## config.mk

```make
export PLATFORM = sky130hd
export DESIGN_NAME = tar_header_validator
export DESIGN_NICKNAME = d
export VERILOG_FILES = /design/src/thv_pkg.sv /design/src/tar_header_validator.sv /design/src/thv_in_reg.sv /design/src/thv_core.sv /design/src/thv_out_reg.sv
export VERILOG_INCLUDE_DIRS = /design/src /design/src/src
export SDC_FILE = /design/constraint.sdc
export NUM_CORES = 1
export LEC_CHECK = 0
export ABC_CLOCK_PERIOD_IN_PS = 7400
export BUFFER_PORTS_ARGS = -buffer_cell sky130_fd_sc_hd__buf_2
export CAP_MARGIN = 30
export CELL_PAD_IN_SITES_DETAIL_PLACEMENT = 0
export CELL_PAD_IN_SITES_GLOBAL_PLACEMENT = 1
export CORE_UTILIZATION = 30
export DETAILED_ROUTE_END_ITERATION = 6
export HOLD_SLACK_MARGIN = 0.15
export PLACE_DENSITY = 0.68
export SLEW_MARGIN = 25
export SYNTH_ARGS = -nofsm -noshare
export SYNTH_HDL_FRONTEND = slang
export SYNTH_SLANG_ARGS = --single-unit
```

## constraint.sdc

```tcl
create_clock -name clk -period 7.4 [get_ports clk]
set_input_delay 0.37 -clock clk [delete_from_list [all_inputs] [get_ports clk]]
set_output_delay 0.37 -clock clk [all_outputs]
set_load 0.005 [all_outputs]
```

## src/tar_header_validator_assert.svh

```systemverilog
// Assertion macros for the tar header validator RTL.
`ifndef TAR_HEADER_VALIDATOR_ASSERT_SVH
`define TAR_HEADER_VALIDATOR_ASSERT_SVH
`ifndef SYNTH
// Same-cycle implication, disabled while in reset.
`define THV_ASSERT_NOW(lbl, clk, rst_n, ante, cons) \
  lbl: assert property (@(posedge clk) disable iff (!rst_n) (ante) |-> (cons)) \
    else $error("thv assertion failed");
// Next-cycle implication, disabled while in reset.
`define THV_ASSERT_NEXT(lbl, clk, rst_n, ante, cons) \
  lbl: assert property (@(posedge clk) disable iff (!rst_n) (ante) |=> (cons)) \
    else $error("thv assertion failed");
`else
`define THV_ASSERT_NOW(lbl, clk, rst_n, ante, cons)
`define THV_ASSERT_NEXT(lbl, clk, rst_n, ante, cons)
`endif
`endif

```

## src/thv_pkg.sv

```systemverilog
// Types, constants and code points for the tar header validator.
package thv_pkg;

  localparam int THV_COUNT_BITS = 16;

  localparam int BLK_POS_W = 9;
  localparam int SUM_W     = 17;
  localparam int CK_W      = 32;
  localparam int SIZE_W    = 36;
  localparam int BLOCKS_W  = 24;
  localparam int STATUS_W  = 3;
  localparam int HCOUNT_W  = 16;

  // byte offsets inside a 512-byte block
  localparam logic [BLK_POS_W-1:0] POS_FIRST   = 9'd0;
  localparam logic [BLK_POS_W-1:0] POS_LAST    = 9'd511;
  localparam logic [BLK_POS_W-1:0] SIZE_FIRST  = 9'd124;
  localparam logic [BLK_POS_W-1:0] SIZE_LAST   = 9'd135;
  localparam logic [BLK_POS_W-1:0] CK_FIRST    = 9'd148;
  localparam logic [BLK_POS_W-1:0] CK_LAST     = 9'd155;
  localparam logic [BLK_POS_W-1:0] MAGIC_FIRST = 9'd257;
  localparam logic [BLK_POS_W-1:0] MAGIC_LAST  = 9'd262;
  localparam logic [BLK_POS_W-1:0] VER_FIRST   = 9'd263;
  localparam logic [BLK_POS_W-1:0] VER_LAST    = 9'd264;

  localparam logic [7:0] ASCII_ZERO  = 8'd48;
  localparam logic [7:0] ASCII_SPACE = 8'd32;

  // "ustar\0" followed by "00"
  localparam logic [7:0] MAGIC_TBL [8] = '{8'h75, 8'h73, 8'h74, 8'h61,
                                           8'h72, 8'h00, 8'h30, 8'h30};

  localparam logic [1:0] PH_HEADER = 2'd0;
  localparam logic [1:0] PH_DATA   = 2'd1;
  localparam logic [1:0] PH_HALT   = 2'd2;

  localparam logic [STATUS_W-1:0] ST_OK       = 3'd0;
  localparam logic [STATUS_W-1:0] ST_MAGIC    = 3'd1;
  localparam logic [STATUS_W-1:0] ST_VERSION  = 3'd2;
  localparam logic [STATUS_W-1:0] ST_CHECKSUM = 3'd3;
  localparam logic [STATUS_W-1:0] ST_END      = 3'd4;

  typedef struct packed {
    logic       start_req;
    logic [7:0] data_byte;
  } item_t;

  typedef struct packed {
    logic [STATUS_W-1:0] status;
    logic [HCOUNT_W-1:0] header_count;
    logic [BLOCKS_W-1:0] data_blocks;
  } result_t;

endpackage

```

## src/tar_header_validator.sv

```systemverilog
// Top level of the tar ustar header validator.
//
//  channel | direction | ports
//  --------+-----------+-----------------------------------------------------
//  in      | sink      | in_valid, in_ready, in_start_req, in_data_byte
//  out     | source    | out_valid, out_ready, out_status, out_header_count,
//          |           | out_data_blocks
//
// One archive byte is taken per clock unless the out channel stalls; the byte
// that causes a status beat passes the input register, then the result register.
// The core updates its parsing state only when the result register has room,
// so a stalled out channel holds back at most one byte in the input register.
// rst_n is synchronous, active low; it clears all parsing and handshake state.
module tar_header_validator
  import thv_pkg::*;
#(
  parameter int COUNT_BITS = THV_COUNT_BITS
) (
  input  logic                clk,
  input  logic                rst_n,
  input  logic                in_valid,
  output logic                in_ready,
  input  logic                in_start_req,
  input  logic [7:0]          in_data_byte,
  output logic                out_valid,
  input  logic                out_ready,
  output logic [STATUS_W-1:0] out_status,
  output logic [HCOUNT_W-1:0] out_header_count,
  output logic [BLOCKS_W-1:0] out_data_blocks
);

  item_t   in_item, item;
  logic    item_valid, step, out_free, res_valid;
  result_t res, out_res;

  assign in_item.start_req = in_start_req;
  assign in_item.data_byte = in_data_byte;
  assign step              = item_valid && out_free;

  thv_in_reg u_in_reg (
    .clk        (clk),
    .rst_n      (rst_n),
    .in_valid   (in_valid),
    .in_ready   (in_ready),
    .in_item    (in_item),
    .consume    (step),
    .item_valid (item_valid),
    .item       (item)
  );

  thv_core #(
    .COUNT_BITS (COUNT_BITS)
  ) u_core (
    .clk       (clk),
    .rst_n     (rst_n),
    .step      (step),
    .item      (item),
    .res_valid (res_valid),
    .res       (res)
  );

  thv_out_reg u_out_reg (
    .clk       (clk),
    .rst_n     (rst_n),
    .load      (step && res_valid),
    .res       (res),
    .out_free  (out_free),
    .out_valid (out_valid),
    .out_ready (out_ready),
    .out_res   (out_res)
  );

  assign out_status       = out_res.status;
  assign out_header_count = out_res.header_count;
  assign out_data_blocks  = out_res.data_blocks;

endmodule

```

## src/thv_in_reg.sv

```systemverilog
// Input register stage: holds one accepted byte until the core consumes it.
module thv_in_reg
  import thv_pkg::*;
(
  input  logic  clk,
  input  logic  rst_n,
  input  logic  in_valid,
  output logic  in_ready,
  input  item_t in_item,
  input  logic  consume,
  output logic  item_valid,
  output item_t item
);

  logic  valid_r, valid_nxt;
  item_t item_r;

  assign in_ready   = !valid_r || consume;
  assign valid_nxt  = (in_valid && in_ready) ? 1'b1 : (consume ? 1'b0 : valid_r);
  assign item_valid = valid_r;
  assign item       = item_r;

  always_ff @(posedge clk) begin
    if (!rst_n) begin
      valid_r <= 1'b0;
    end else begin
      valid_r <= valid_nxt;
    end
  end

  always_ff @(posedge clk) begin
    if (in_valid && in_ready) begin
      item_r <= in_item;
    end
  end

endmodule

```

## src/thv_core.sv

```systemverilog
// Per-byte header parsing, block skipping and status generation.
module thv_core
  import thv_pkg::*;
#(
  parameter int COUNT_BITS = THV_COUNT_BITS
) (
  input  logic    clk,
  input  logic    rst_n,
  input  logic    step,
  input  item_t   item,
  output logic    res_valid,
  output result_t res
);

  localparam int CNT_W = (COUNT_BITS < HCOUNT_W) ? COUNT_BITS : HCOUNT_W;

  logic [BLK_POS_W-1:0] pos_r, pos_nxt, pos;
  logic [1:0]           phase_r, phase_nxt, ph;
  logic [BLOCKS_W-1:0]  skip_r, skip_nxt, skip_dec;
  logic [SUM_W-1:0]     sum_r, sum_nxt, sum_base;
  logic [CK_W-1:0]      ck_r, ck_nxt, ck_base;
  logic                 ck_end_r, ck_end_nxt, ck_end_base;
  logic [SIZE_W-1:0]    size_r, size_nxt, size_base;
  logic                 size_end_r, size_end_nxt, size_end_base;
  logic                 magic_bad_r, magic_bad_nxt, magic_bad_base;
  logic                 ver_bad_r, ver_bad_nxt, ver_bad_base;
  logic [CNT_W-1:0]     cnt_r, cnt_nxt, cnt;
  logic [7:0]           b;
  logic                 in_ck, in_size, in_magic, in_ver;
  logic [2:0]           magic_idx;
  logic [SIZE_W:0]      size_round;
  logic [SIZE_W-9:0]    blocks_raw;
  logic [BLOCKS_W-1:0]  blocks_sat;

  assign b         = item.data_byte;
  // start_req behaves as a reset applied just before this byte
  assign pos       = item.start_req ? POS_FIRST : pos_r;
  assign ph        = item.start_req ? PH_HEADER : phase_r;
  assign cnt       = item.start_req ? '0 : cnt_r;
  assign skip_dec  = skip_r - BLOCKS_W'(1);
  assign in_ck     = (pos >= CK_FIRST) && (pos <= CK_LAST);
  assign in_size   = (pos >= SIZE_FIRST) && (pos <= SIZE_LAST);
  assign in_magic  = (pos >= MAGIC_FIRST) && (pos <= MAGIC_LAST);
  assign in_ver    = (pos >= VER_FIRST) && (pos <= VER_LAST);
  assign magic_idx = 3'(pos - MAGIC_FIRST);

  // ceil(size / 512), saturated to the block counter width
  assign size_round = {1'b0, size_nxt} + (SIZE_W+1)'(POS_LAST);
  assign blocks_raw = size_round[SIZE_W:9];
  assign blocks_sat = (blocks_raw[SIZE_W-9:BLOCKS_W] != '0) ? '1
                                                            : blocks_raw[BLOCKS_W-1:0];

  always_comb begin
    pos_nxt        = pos;
    phase_nxt      = ph;
    skip_nxt       = skip_r;
    cnt_nxt        = cnt;
    sum_base       = sum_r;
    ck_base        = ck_r;
    ck_end_base    = ck_end_r;
    size_base      = size_r;
    size_end_base  = size_end_r;
    magic_bad_base = magic_bad_r;
    ver_bad_base   = ver_bad_r;
    if (pos == POS_FIRST) begin
      sum_base       = '0;
      ck_base        = '0;
      ck_end_base    = 1'b0;
      size_base      = '0;
      size_end_base  = 1'b0;
      magic_bad_base = 1'b0;
      ver_bad_base   = 1'b0;
    end
    sum_nxt       = sum_r;
    ck_nxt        = ck_r;
    ck_end_nxt    = ck_end_r;
    size_nxt      = size_r;
    size_end_nxt  = size_end_r;
    magic_bad_nxt = magic_bad_r;
    ver_bad_nxt   = ver_bad_r;
    res_valid     = 1'b0;
    res.status       = ST_OK;
    res.header_count = HCOUNT_W'(cnt);
    res.data_blocks  = '0;

    unique case (ph)
      PH_DATA: begin
        pos_nxt = pos + BLK_POS_W'(1);
        if (pos == POS_LAST) begin
          skip_nxt = skip_dec;
          if (skip_dec == '0) begin
            phase_nxt = PH_HEADER;
          end
        end
      end
      PH_HEADER: begin
        if ((pos == POS_FIRST) && (b == 8'd0)) begin
          phase_nxt  = PH_HALT;
          res_valid  = 1'b1;
          res.status = ST_END;
        end else begin
          if ((pos == POS_FIRST) && (cnt != '1)) begin
            cnt_nxt = cnt + CNT_W'(1);
          end
          // checksum field counts as spaces in the sum
          sum_nxt     = sum_base + (in_ck ? SUM_W'(ASCII_SPACE) : SUM_W'(b));
          ck_nxt      = ck_base;
          ck_end_nxt  = ck_end_base;
          if (in_ck && !ck_end_base) begin
            if (b == 8'd0) begin
              ck_end_nxt = 1'b1;
            end else begin
              ck_nxt = {ck_base[CK_W-4:0], 3'b000} + CK_W'(b) - CK_W'(ASCII_ZERO);
            end
          end
          size_nxt     = size_base;
          size_end_nxt = size_end_base;
          if (in_size && !size_end_base) begin
            if (b == 8'd0) begin
              size_end_nxt = 1'b1;
            end else begin
              size_nxt = {size_base[SIZE_W-4:0], 3'b000} + SIZE_W'(b)
                         - SIZE_W'(ASCII_ZERO);
            end
          end
          magic_bad_nxt = magic_bad_base || (in_magic && (b != MAGIC_TBL[magic_idx]));
          ver_bad_nxt   = ver_bad_base || (in_ver && (b != MAGIC_TBL[magic_idx]));
          pos_nxt       = pos + BLK_POS_W'(1);
          if (pos == POS_LAST) begin
            res_valid            = 1'b1;
            res.header_count     = HCOUNT_W'(cnt_nxt);
            if (magic_bad_nxt) begin
              res.status = ST_MAGIC;
              phase_nxt  = PH_HALT;
            end else if (ver_bad_nxt) begin
              res.status = ST_VERSION;
              phase_nxt  = PH_HALT;
            end else if (CK_W'(sum_nxt) != ck_nxt) begin
              res.status = ST_CHECKSUM;
              phase_nxt  = PH_HALT;
            end else begin
              res.status      = ST_OK;
              res.data_blocks = blocks_sat;
              skip_nxt        = blocks_sat;
              phase_nxt       = (blocks_sat != '0) ? PH_DATA : PH_HEADER;
            end
          end
        end
      end
      default: begin
      end
    endcase
  end

  always_ff @(posedge clk) begin
    if (!rst_n) begin
      pos_r       <= '0;
      phase_r     <= PH_HEADER;
      skip_r      <= '0;
      sum_r       <= '0;
      ck_r        <= '0;
      ck_end_r    <= 1'b0;
      size_r      <= '0;
      size_end_r  <= 1'b0;
      magic_bad_r <= 1'b0;
      ver_bad_r   <= 1'b0;
      cnt_r       <= '0;
    end else if (step) begin
      pos_r       <= pos_nxt;
      phase_r     <= phase_nxt;
      skip_r      <= skip_nxt;
      sum_r       <= sum_nxt;
      ck_r        <= ck_nxt;
      ck_end_r    <= ck_end_nxt;
      size_r      <= size_nxt;
      size_end_r  <= size_end_nxt;
      magic_bad_r <= magic_bad_nxt;
      ver_bad_r   <= ver_bad_nxt;
      cnt_r       <= cnt_nxt;
    end
  end

`include "tar_header_validator_assert.svh"

  `THV_ASSERT_NOW(a_data_has_blocks, clk, rst_n, phase_r == PH_DATA, skip_r != '0)
  `THV_ASSERT_NEXT(a_err_halts, clk, rst_n, step && res_valid && (res.status != ST_OK), phase_r == PH_HALT)
  `THV_ASSERT_NEXT(a_cnt_monotone, clk, rst_n, step && !item.start_req, cnt_r >= $past(cnt_r))

endmodule

```

## src/thv_out_reg.sv

```systemverilog
// Result register: holds one status beat until the consumer takes it.
module thv_out_reg
  import thv_pkg::*;
(
  input  logic    clk,
  input  logic    rst_n,
  input  logic    load,
  input  result_t res,
  output logic    out_free,
  output logic    out_valid,
  input  logic    out_ready,
  output result_t out_res
);

  logic    valid_r, valid_nxt;
  result_t res_r;

  assign out_free  = !valid_r || out_ready;
  assign valid_nxt = load ? 1'b1 : (out_ready ? 1'b0 : valid_r);
  assign out_valid = valid_r;
  assign out_res   = res_r;

  always_ff @(posedge clk) begin
    if (!rst_n) begin
      valid_r <= 1'b0;
    end else begin
      valid_r <= valid_nxt;
    end
  end

  always_ff @(posedge clk) begin
    if (load) begin
      res_r <= res;
    end
  end

endmodule
```

# Word-level counts from Yosys, hierarchy flattened
# Memories as Yosys holds them, arrays and structs flattened.
# Cells that the tools add are included.
# totals
reg_bits	194
romBits	64
inputBits	13
output_inout_bits	45
memories	1
# mem_list
memory	depth	width	rd	rd_clocked_by_memory_dff	wr	line_no	source
(no name shown)	8	8	1	0	0	thv_core.sv:126	magic_bad_nxt = magic_bad_base || (in_magic && (b != MAGIC_TBL[magic_idx]));
# op_classes
n_addsub	10
order_cmp	9
eq_ne	11
mux	64
n_bitwise	4
reduce_logical	35
# op_table
operator	count
24-bit two-way mux	10
36-bit two-way mux	5
32-bit two-way mux	5
40-bit two-way mux	2
16-bit two-way mux	4
24-bit one-hot mux with 2 select lines	1
43-bit two-way mux	1
36-bit by 9-bit adder with 37-bit output (second input constant)	1
36-bit by 8-bit adder with 36-bit output	1
36-bit by 6-bit subtractor with 36-bit output (second input constant)	1
32-bit by 8-bit adder with 32-bit output	1
17-bit by 32-bit != test with 1-bit output	1
32-bit by 6-bit subtractor with 32-bit output (second input constant)	1
24-bit zero test	1
8-bit two-way mux	3
24-bit nonzero test	1
24-bit by 1-bit subtractor with 24-bit output (second input constant)	1
9-bit >= comparator (second input constant)	2
9-bit by 8-bit less-or-equal comparator with 1-bit output (second input constant)	2
9-bit less-or-equal comparator (second input constant)	2
2-bit two-way mux	9
9-bit two-way mux	2
9-bit one-hot mux with 2 select lines	1
17-bit adder	1
other kinds (31)	74

# Logic depth before layout (Yosys ltp)
# Gate-level depths: netlist (run 1).
# logic_depth
ltp_word	20
ltp_mapped	36
ltp_nobuf	24

# By module
# From an unflattened synthesis (run 1), not the netlist that was laid out.
# unflattened
cells_unflattened	2184
area_unflattened_um2	16472.0
# by_module_without_submodules
module	n_inst	cells_per_inst	area_each_um2
thv_core	1	2121	14791.7
thv_out_reg	1	47	1340.0
thv_in_reg	1	14	327.8
tar_header_validator	1	2	12.5

# Worst setup path before layout (run 1)
# Ideal clock, no wire load.
# synth_path
path_type	flip-flop to flip-flop
startpoint	register u_in_reg.item_r, in the netlist u_in_reg.item[8]
endpoint	register u_out_reg.res_r, in the netlist u_out_reg.out_res[20], data pin
t_arrival_ps	7376
t_required_ps	7135
setup_slack_ps	-241
path_stages_with_launch	37
path_buffers	12
synth_period_minus_slack_ps	7641
cell_sequence	edfxtp_1 > buf_2 > inv_1 > clkbuf_1 > nand2_1 > ha_1 > and2_1 > clkbuf_1 > a21oi_1 > buf_2 > buf_6 > buf_4 > clkbuf_1 > clkbuf_1 > clkbuf_1 > clkbuf_1 > nand2_1 > ha_1 > inv_1 > ha_1 > inv_1 > fa_1 > nor2b_1 > o21ai_0 > a21oi_1 > a21oi_1 > a21bo_2 > o31a_2 > xnor2_1 > a22o_1 > and2_1 > and4_1 > buf_4 > a31o_4 > buf_4 > nor2_1 > nor2_1
# synth_via
elab_chain_len	12
elab_cells_between_ends	60
# synth_rtl
element	line_no	source
start, declared	thv_in_reg.sv:16	item_t item_r;
start signal, assigned	thv_in_reg.sv:33	item_r <= in_item;
9-bit two-way mux	thv_core.sv:37	assign pos = item.start_req ? POS_FIRST : pos_r;
9-bit zero test	thv_core.sv:65, thv_core.sv:97	
36-bit two-way mux	thv_core.sv:65	if (pos == POS_FIRST) begin
36-bit by 8-bit adder with 36-bit output	thv_core.sv:122	size_nxt = {size_base[SIZE_W-4:0], 3'b000} + SIZE_W'(b)
36-bit by 6-bit subtractor with 36-bit output	thv_core.sv:123	- SIZE_W'(ASCII_ZERO);
36-bit two-way mux	thv_core.sv:119	if (b == 8'd0) begin
36-bit two-way mux	thv_core.sv:118	if (in_size && !size_end_base) begin
36-bit two-way mux	thv_core.sv:97	if ((pos == POS_FIRST) && (b == 8'd0)) begin
36-bit two-way mux	thv_core.sv:86	unique case (ph)
36-bit by 9-bit adder with 37-bit output	thv_core.sv:48	assign size_round = {1'b0, size_nxt} + (SIZE_W+1)'(POS_LAST);
4-bit nonzero test	thv_core.sv:50	assign blocks_sat = (blocks_raw[SIZE_W-9:BLOCKS_W] != '0) ? '1
24-bit two-way mux	thv_core.sv:50	
end signal, assigned	thv_out_reg.sv:33	res_r <= res;
end, declared	thv_out_reg.sv:16	result_t res_r;
# Parallel ways exist; a longest one is shown, timed or not. The select of a mux whose other input is x is not followed.
# A chain may end at the register's enable or synchronous reset.

# Worst setup path after layout (run 1)
# layout_path
startpoint	register u_in_reg.item_r, in the netlist u_in_reg.item[8]
endpoint	register u_core.skip_r[9]
# layout_via
elab_chain_len	18
elab_cells_between_ends	72
# layout_rtl
element	line_no	source
9-bit two-way mux	thv_core.sv:37	
9-bit zero test	thv_core.sv:65, thv_core.sv:97	
36-bit two-way mux	thv_core.sv:65	
36-bit by 8-bit adder with 36-bit output	thv_core.sv:122	
36-bit by 6-bit subtractor with 36-bit output	thv_core.sv:123	
36-bit two-way mux	thv_core.sv:119	
36-bit two-way mux	thv_core.sv:118	
36-bit two-way mux	thv_core.sv:97	
[... 2 more ...]	n/a	
4-bit nonzero test	thv_core.sv:50	
24-bit two-way mux	thv_core.sv:50	
24-bit two-way mux	thv_core.sv:138	end else if (CK_W'(sum_nxt) != ck_nxt) begin
24-bit two-way mux	thv_core.sv:135	end else if (ver_bad_nxt) begin
24-bit two-way mux	thv_core.sv:132	if (magic_bad_nxt) begin
24-bit two-way mux	thv_core.sv:129	if (pos == POS_LAST) begin
24-bit two-way mux	thv_core.sv:97	
24-bit one-hot mux with 2 select lines	thv_core.sv:86	
end signal, assigned	thv_core.sv:171	skip_r <= skip_nxt;
end, declared	thv_core.sv:19	logic [BLOCKS_W-1:0] skip_r, skip_nxt, skip_dec;
# Parallel ways exist; a longest one is shown, timed or not. The select of a mux whose other input is x is not followed.

==> metrics.md, run 1 <==
| Metric | Value |
|---|---|
| Run status | finished clean |
| Antenna violations before repair | 0 |
| CP Capture Type | register |
| DP Cell Count | 2,816 |
| Synth Area per Inst | 7.569 um2 |
| Reg2Reg Depth | 22 |
| Top post-synthesis cells by area | dfxtp_1, edfxtp_1, nor2_1, ha_1, a21oi_1 |
| MaxCap Viol Count | 0 |
| Yosys Warn Count | 0 |
| Hold depth | 4 |
| Drt first pass iters | 7 |
| Worst Tran Pin Value | 0.8604 ns |
| Buffer depth of the longest clock path | 2 |
| Hold Path Origin | out_ready |
| CP max FO | 22 |
| CP delay by family, top | compound AO/OA/AOI/OAI gates |
| CTS Buf Count | 17 |
| Final Hold Fails | 0 |
| Post-Layout Inst Area | 17,930 um2 |
| Die ar. | 55,610 um2 |
| Pleak | 7.082 nW |
| Fillers | 5,704 |
| Mapped cell area | 16,400 um2 |
| PwrDens | 136.1 nW/um2 |
| Internal reg-to-reg setup slack | 0.70 ns |
| Critical Path AT | 7.10 ns |
| RePlAce Congestion | 0.9043 |
| Worst setup path class | register to register |
| Worst r2r src | u_in_reg.item[8] |
| Row cnt | 85 |
| Die Y | 235.8 um |
| Worst Hold End | u_out_reg.out_valid |
| Horiz. Die Dim | 235.8 um |
| Crit-path cells | inv_1, nand2_1, ha_1, nor4b_2, a21oi_4, buf_4, and2_1, ha_1, inv_1, fa_1, nor2b_1, o21ai_0, a21oi_1, a21oi_1, a21bo_2, o41ai_1, nor2_1, nor4b_1, and4_1, a31o_4, nor3_1, o41ai_2 |
| Seq/Total Area, Yosys | 26.85% |
| Layout cells sized above 1 | 9.066% |
| Most common cell after layout, fill and taps aside | nor2_1 |
| Fin nets | 2,241 |
| Worst vdd ir | 0.1391 mV |
| H-tree depth | 4 |
| Yosys reg bits | 194 |
| # DRC | 0 |
| # port buffers | 57 |
| Area share of the largest cell type after synthesis | 17.33% |
| Worst path max stage delay | 0.65 ns |
| CTS tree | yes |
| Starting Density | 30.42% |
| DRT antenna net count | 0 |
| Area delta synth->final | 9.306% |
| Tmin final | 6.699 ns |
| Post-Syn Instances | 2,167 |
| Number of global-route vias before repair | 15,520 |
| DR vias | 16,250 |
| Startpoint Class | register |
| Synth Flop Type | dfxtp_1 |
| Commonest non-fill, non-tap cells in the layout | nor2_1, nand2_1, a21oi_1 |
| Final wirelength | 52,970 um |
| Max Slew Vio Count | 0 |
| Fin cells | 2,858 |
| Net count of the mapped netlist | 2,258 |
| Required @ worst endpoint | 7.80 ns |
| Hold Crit Class | input port to register |
| Io pins | 58 |
| Largest net degree at the start of global routing | 64 |
| Number of diodes | 0 |
| DPL Wire Length | 38,780 um |
| Synth area leader | dfxtp_1 |
| Final Skew | 0.01633 ns |
| Grt total ovfl | 0 |
| Count of cell types in the netlist | 112 |
| Max frequency | 0.1493 GHz |
| RSZ-0062 raised after global routing | no |
| Final setup violation count | 0 |
| Starting DRC count in detailed routing | 1,171 |
| Tot GR Track Use | 19.03% |
| Part of the cycle the worst path needs | 90.53% |
| First-pass GRT wire length | 85,460 um |
| Post-synth EDFFs | 52 |
| RR Endpoint | u_core.skip_r[9] |
| Clock Latency Late Sink | 0.50 ns |
| Async SR Flop Fraction | 0% |
| Core area | 53,920 um2 |
| CTS clk-pin slew, worst paths | 0.08 ns |
| CP max stage cell | o41ai_1 |
| Postcts setup bufs | 0 |
| Root Driver | clkbuf_16 |
| CTS Sinks | 194 |
| Dpl cell area | 17,240 um2 |
| Slew margin rel. | 41.83% |
| Vias/cell | 5.686 |
| Routed WL per cell | 18.53 um |
| Buf/Inv on CP | 3 |
[cell type report]
| type | instances | area, um2 | area share [%] |
|---|---|---|---|
| clock buffers | 19 | 442.9 | 2.471 |
| clock inverters | 12 | 118.9 | 0.6630 |
| inverters | 93 | 351.6 | 1.961 |
| multi-input cells | 1742 | 11070 | 61.76 |
| flip-flops and latches | 194 | 4404 | 24.57 |
| well taps | 696 | 870.8 | 4.857 |
| repair buffers | 102 | 668.1 | 3.727 |
[where the power goes]
group	leakage, nW	total (mW)	switching (mW)	internal (mW)
sequential	1.73	1.12	0.0188	1.10
clock	0.274	0.949	0.497	0.452
combinational	5.08	0.376	0.248	0.128
[metal layers]
layer / wire, um / up-vias / global-route usage [%]
met5: 0 / - / 0
met4: 1097 / 0 / 6.278
met3: 2314 / 63 / 2.832
met2: 24790 / 437 / 31.21
met1: 24770 / 7827 / 25.46
li1: - / 7925 / -
[cell usage after synthesis, types with 37 or more instances]
| master | instances |
|---|---|
| nor2_1 | 274 |
| nand2_1 | 212 |
| a21oi_1 | 168 |
| dfxtp_1 | 142 |
| o21ai_0 | 132 |
| clkbuf_1 | 104 |
| inv_1 | 93 |
| ha_1 | 75 |
| nor3_1 | 72 |
| xnor2_1 | 68 |
| a22oi_1 | 53 |
| edfxtp_1 | 52 |
| nand3_1 | 49 |
| xor2_1 | 38 |
| a211oi_1 | 37 |
[worst max path at each step]
stage / startpoint / end / slack [ns] / cells after the start
floorplan: u_in_reg.item[8] / u_out_reg.out_res[20] / -0.01 / 36
global placement: u_in_reg.item[8] / u_out_reg.out_res[4] / 0.84 / 22
detailed placement: u_in_reg.item[8] / u_core.skip_r[9] / 0.80 / 22
CTS: u_in_reg.item[8] / u_core.skip_r[9] / 0.74 / 22
global route: u_in_reg.item[8] / u_core.skip_r[9] / 0.17 / 22
finish: u_in_reg.item[8] / u_core.skip_r[9] / 0.70 / 22
[cells by family after synthesis]
family	share of synthesized area (%)
and+or+nand+nor	26.33
adders and majority gates	6.171
DFF	26.85
AOI/OAI and AO/OA	27.87
xor gates and xnor gates	5.660
buffers and inverters	5.935
muxes	1.190
[registers in the layout, indices dropped and copies added (netlist names), 2 cells and up]
signal and cells:
u_core.size_r 36, u_core.sum_r 17, u_core.cnt_r 16, u_core.ck_r 32
u_out_reg.out_res 43, u_core.pos_r 9, u_core.skip_r 24, u_core.phase_r 2
u_in_reg.item 9
[worst register-to-register path: stages, from the launching register on]
cell and delay [ns]:
edfxtp_1 0.38, inv_1 0.07, nand2_1 0.16, ha_1 0.28
nor4b_2 0.52, a21oi_4 0.25, buf_4 0.24, and2_1 0.16
ha_1 0.29, inv_1 0.06, fa_1 0.46, nor2b_1 0.16
o21ai_0 0.12, a21oi_1 0.48, a21oi_1 0.22, a21bo_2 0.31
o41ai_1 0.65, nor2_1 0.19, nor4b_1 0.40, and4_1 0.43
a31o_4 0.37, nor3_1 0.12, o41ai_2 0.28
[repair_timing]
item	4_1_cts	5_1_grt
resized for setup	0	0
setup endpoints to repair	0	0
hold endpoints to repair	10	0
hold buffers	10	0
[through the flow]
| stage | setup slack [ns] | TNS (ns) | utilization [%] | power (mW) | hold slack, ns |
|---|---|---|---|---|---|
| floorplan | -0.01036 | -0.01387 | - | 1.401 | 0.4317 |
| global placement | 0.8443 | 0 | 31.97 | 1.506 | 0.4373 |
| CTS | 0.7409 | 0 | 33.20 | 2.467 | 0.1706 |
| finish | 0.7011 | 0 | 33.25 | 2.441 | 0.1993 |
| detailed placement | 0.7964 | 0 | 31.97 | 1.507 | 0.4461 |
| global route | 0.1730 | 0 | 33.25 | 2.546 | 0.2049 |
Power figures use the tool's default switching activity.
==> run 2: changes to the inputs <==
CORE_ASPECT_RATIO = 1.25   (was default)
==> run 2 against run 1 <==
Effect of this change:
- utilization is 0.11 points higher
- non-clock buffer count is 2 lower
- wire length is 2.8% higher
- critical endpoint is now u_core.skip_r[14]
- largest power group unchanged
==> metrics.md, run 2 (same netlist as run 1, synthesis figures left out) <==
| Metric | Value |
|---|---|
| Tot GR Track Use | 19.55% |
| CTS tree | yes |
| Pwr Total | 2.476 mW |
| Vias/cell | 5.605 |
| Fin cells | 2,888 |
| Die Y | 263.4 um |
| Worst vdd ir | 0.1760 mV |
| Final setup violation count | 0 |
| Core area | 53,850 um2 |
| Starting Density | 30.46% |
| Number of diodes | 0 |
| DP Cell Count | 2,846 |
| Minimum hold slack | 0.2205 ns |
| CP max FO | 17 |
| CTS Sinks | 194 |
| Max frequency | 0.1500 GHz |
| Most common cell after layout, fill and taps aside | nor2_1 |
| Critical Path AT | 7.08 ns |
| Internal power | 1.683 mW |
| Horiz. Die Dim | 211.1 um |
| Tmin final | 6.668 ns |
| Sw frac | 32.05% |
| Die ar. | 55,620 um2 |
| Run status | finished clean |
| MaxCap Viol Count | 0 |
| Max reg flops | 43 |
| Worst Tran Pin Value | 0.9553 ns |
| Drt first pass iters | 5 |
| Clock Latency Late Sink | 0.50 ns |
| Hold Crit Class | input port to register |
| RePlAce Congestion | 0.8692 |
| Slew margin rel. | 36.32% |
| Comb power frac | 15.3% |
| Antenna violations before repair | 1 |
| Final wirelength | 54,430 um |
| H-tree depth | 4 |
| Starting DRC count in detailed routing | 956 |
| # port buffers | 57 |
| Post-Layout Inst Area | 17,960 um2 |
| DPL Wire Length | 39,730 um |
| Root Driver | clkbuf_16 |
| CTS clk-pin slew, worst paths | 0.09 ns |
| Worst setup path class | register to register |
| DR vias | 16,190 |
| Sequential share of power | 45.0% |
| CTS Buf Count | 17 |
| First-pass GRT wire length | 86,310 um |
| Largest net degree at the start of global routing | 75 |
| Routed WL per cell | 18.85 um |
| Fin nets | 2,239 |
| CP Capture Type | register |
| Layout cells sized above 1 | 9.070% |
| RSZ-0062 raised after global routing | no |
| Commonest non-fill, non-tap cells in the layout | nor2_1, nand2_1, a21oi_1 |
| Pleak | 7.076 nW |
| Final Skew | 0.01409 ns |
| # DRC | 0 |
| Row cnt | 95 |
| Final Hold Fails | 0 |
| Number of global-route vias before repair | 15,730 |
| Grt total ovfl | 0 |
| Io pins | 58 |
| Area delta synth->final | 9.505% |
| Postcts setup bufs | 0 |
| Share of total power in the clock network | 39.7% |
| Psw | 0.7936 mW |
| DRT antenna net count | 0 |
| Max Slew Vio Count | 0 |
| PwrDens | 137.9 nW/um2 |
| Startpoint Class | register |
| Buffer depth of the longest clock path | 2 |
| Required @ worst endpoint | 7.81 ns |
| Dpl cell area | 17,270 um2 |
| Part of the cycle the worst path needs | 90.11% |
## run 2: through the flow
step	setup TNS [ns]	worst slack [ns]	util, %
3_5_place_dp	0	0.7557	32.07
4_1_cts	0	0.7311	33.36
6_report	0	0.7317	33.36
5_1_grt	0	0.2181	33.36
3_3_place_gp	0	0.9574	32.07
2_1_floorplan	-0.01387	-0.01036	-
## run 2: path summary, 6_finish.rpt
kind                                  startpoint                  end  slack, ns  cells after the start
worst max-delay path            u_in_reg.item[8]    u_core.skip_r[14]       0.73                     23
worst min-delay path                   out_ready  u_out_reg.out_valid       0.22                      4
worst max register to register  u_in_reg.item[8]    u_core.skip_r[14]       0.73                     23
worst min register to register   u_core.sum_r[0]      u_core.sum_r[0]       0.45                      2
## run 2: layout make-up
cell class	count	area (um2)
flip-flops and latches	194	4404
fillers	5730	35880
clock inverters	15	165.2
inverters	93	351.6
well taps	727	909.6
clock buffers	17	425.4
multi-input cells	1742	11070
repair buffers	100	633.1
## run 2: per-layer routing
| layer | up-vias | wire length [um] | GRT usage, % |
|---|---|---|---|
| met5 | - | 8 | 0 |
| li1 | 7929 | - | - |
| met3 | 96 | 2077 | 3.137 |
| met4 | 2 | 1732 | 8.069 |
| met1 | 7783 | 23610 | 23.68 |
| met2 | 377 | 27000 | 33.99 |
## run 2: power groups by stage
stage | Clock (mW) | Sequential, mW | Combinational [mW]
6_report | 0.982 | 1.12 | 0.379
5_1_grt | 1.05 | 1.12 | 0.414
4_1_cts | 1.01 | 1.12 | 0.378
3_5_place_dp | 0 | 1.14 | 0.372
3_3_place_gp | 0 | 1.14 | 0.369
2_1_floorplan | 0 | 1.13 | 0.273
## run 2: repair_timing
| action | CTS | global route |
|---|---|---|
| gates resized for setup | 0 | 0 |
| hold endpoints to repair | 10 | 0 |
| hold buffers | 10 | 0 |
## run 2: worst max-delay path, cell delays in order, from the launching register on
cell,delay [ns]
edfxtp_1,0.50
inv_1,0.09
nand2_1,0.17
ha_1,0.25
nor4b_2,0.48
a21oi_4,0.22
buf_4,0.28
and2_1,0.18
ha_1,0.18
ha_1,0.22
fa_1,0.43
a211oi_1,0.39
o21a_1,0.31
o211ai_1,0.22
and3_1,0.21
or3_1,0.32
a31oi_1,0.19
nand4_1,0.11
or4_4,0.58
nor2_4,0.23
a31oi_4,0.27
nor2_8,0.28
nand2_2,0.21
o221ai_1,0.24
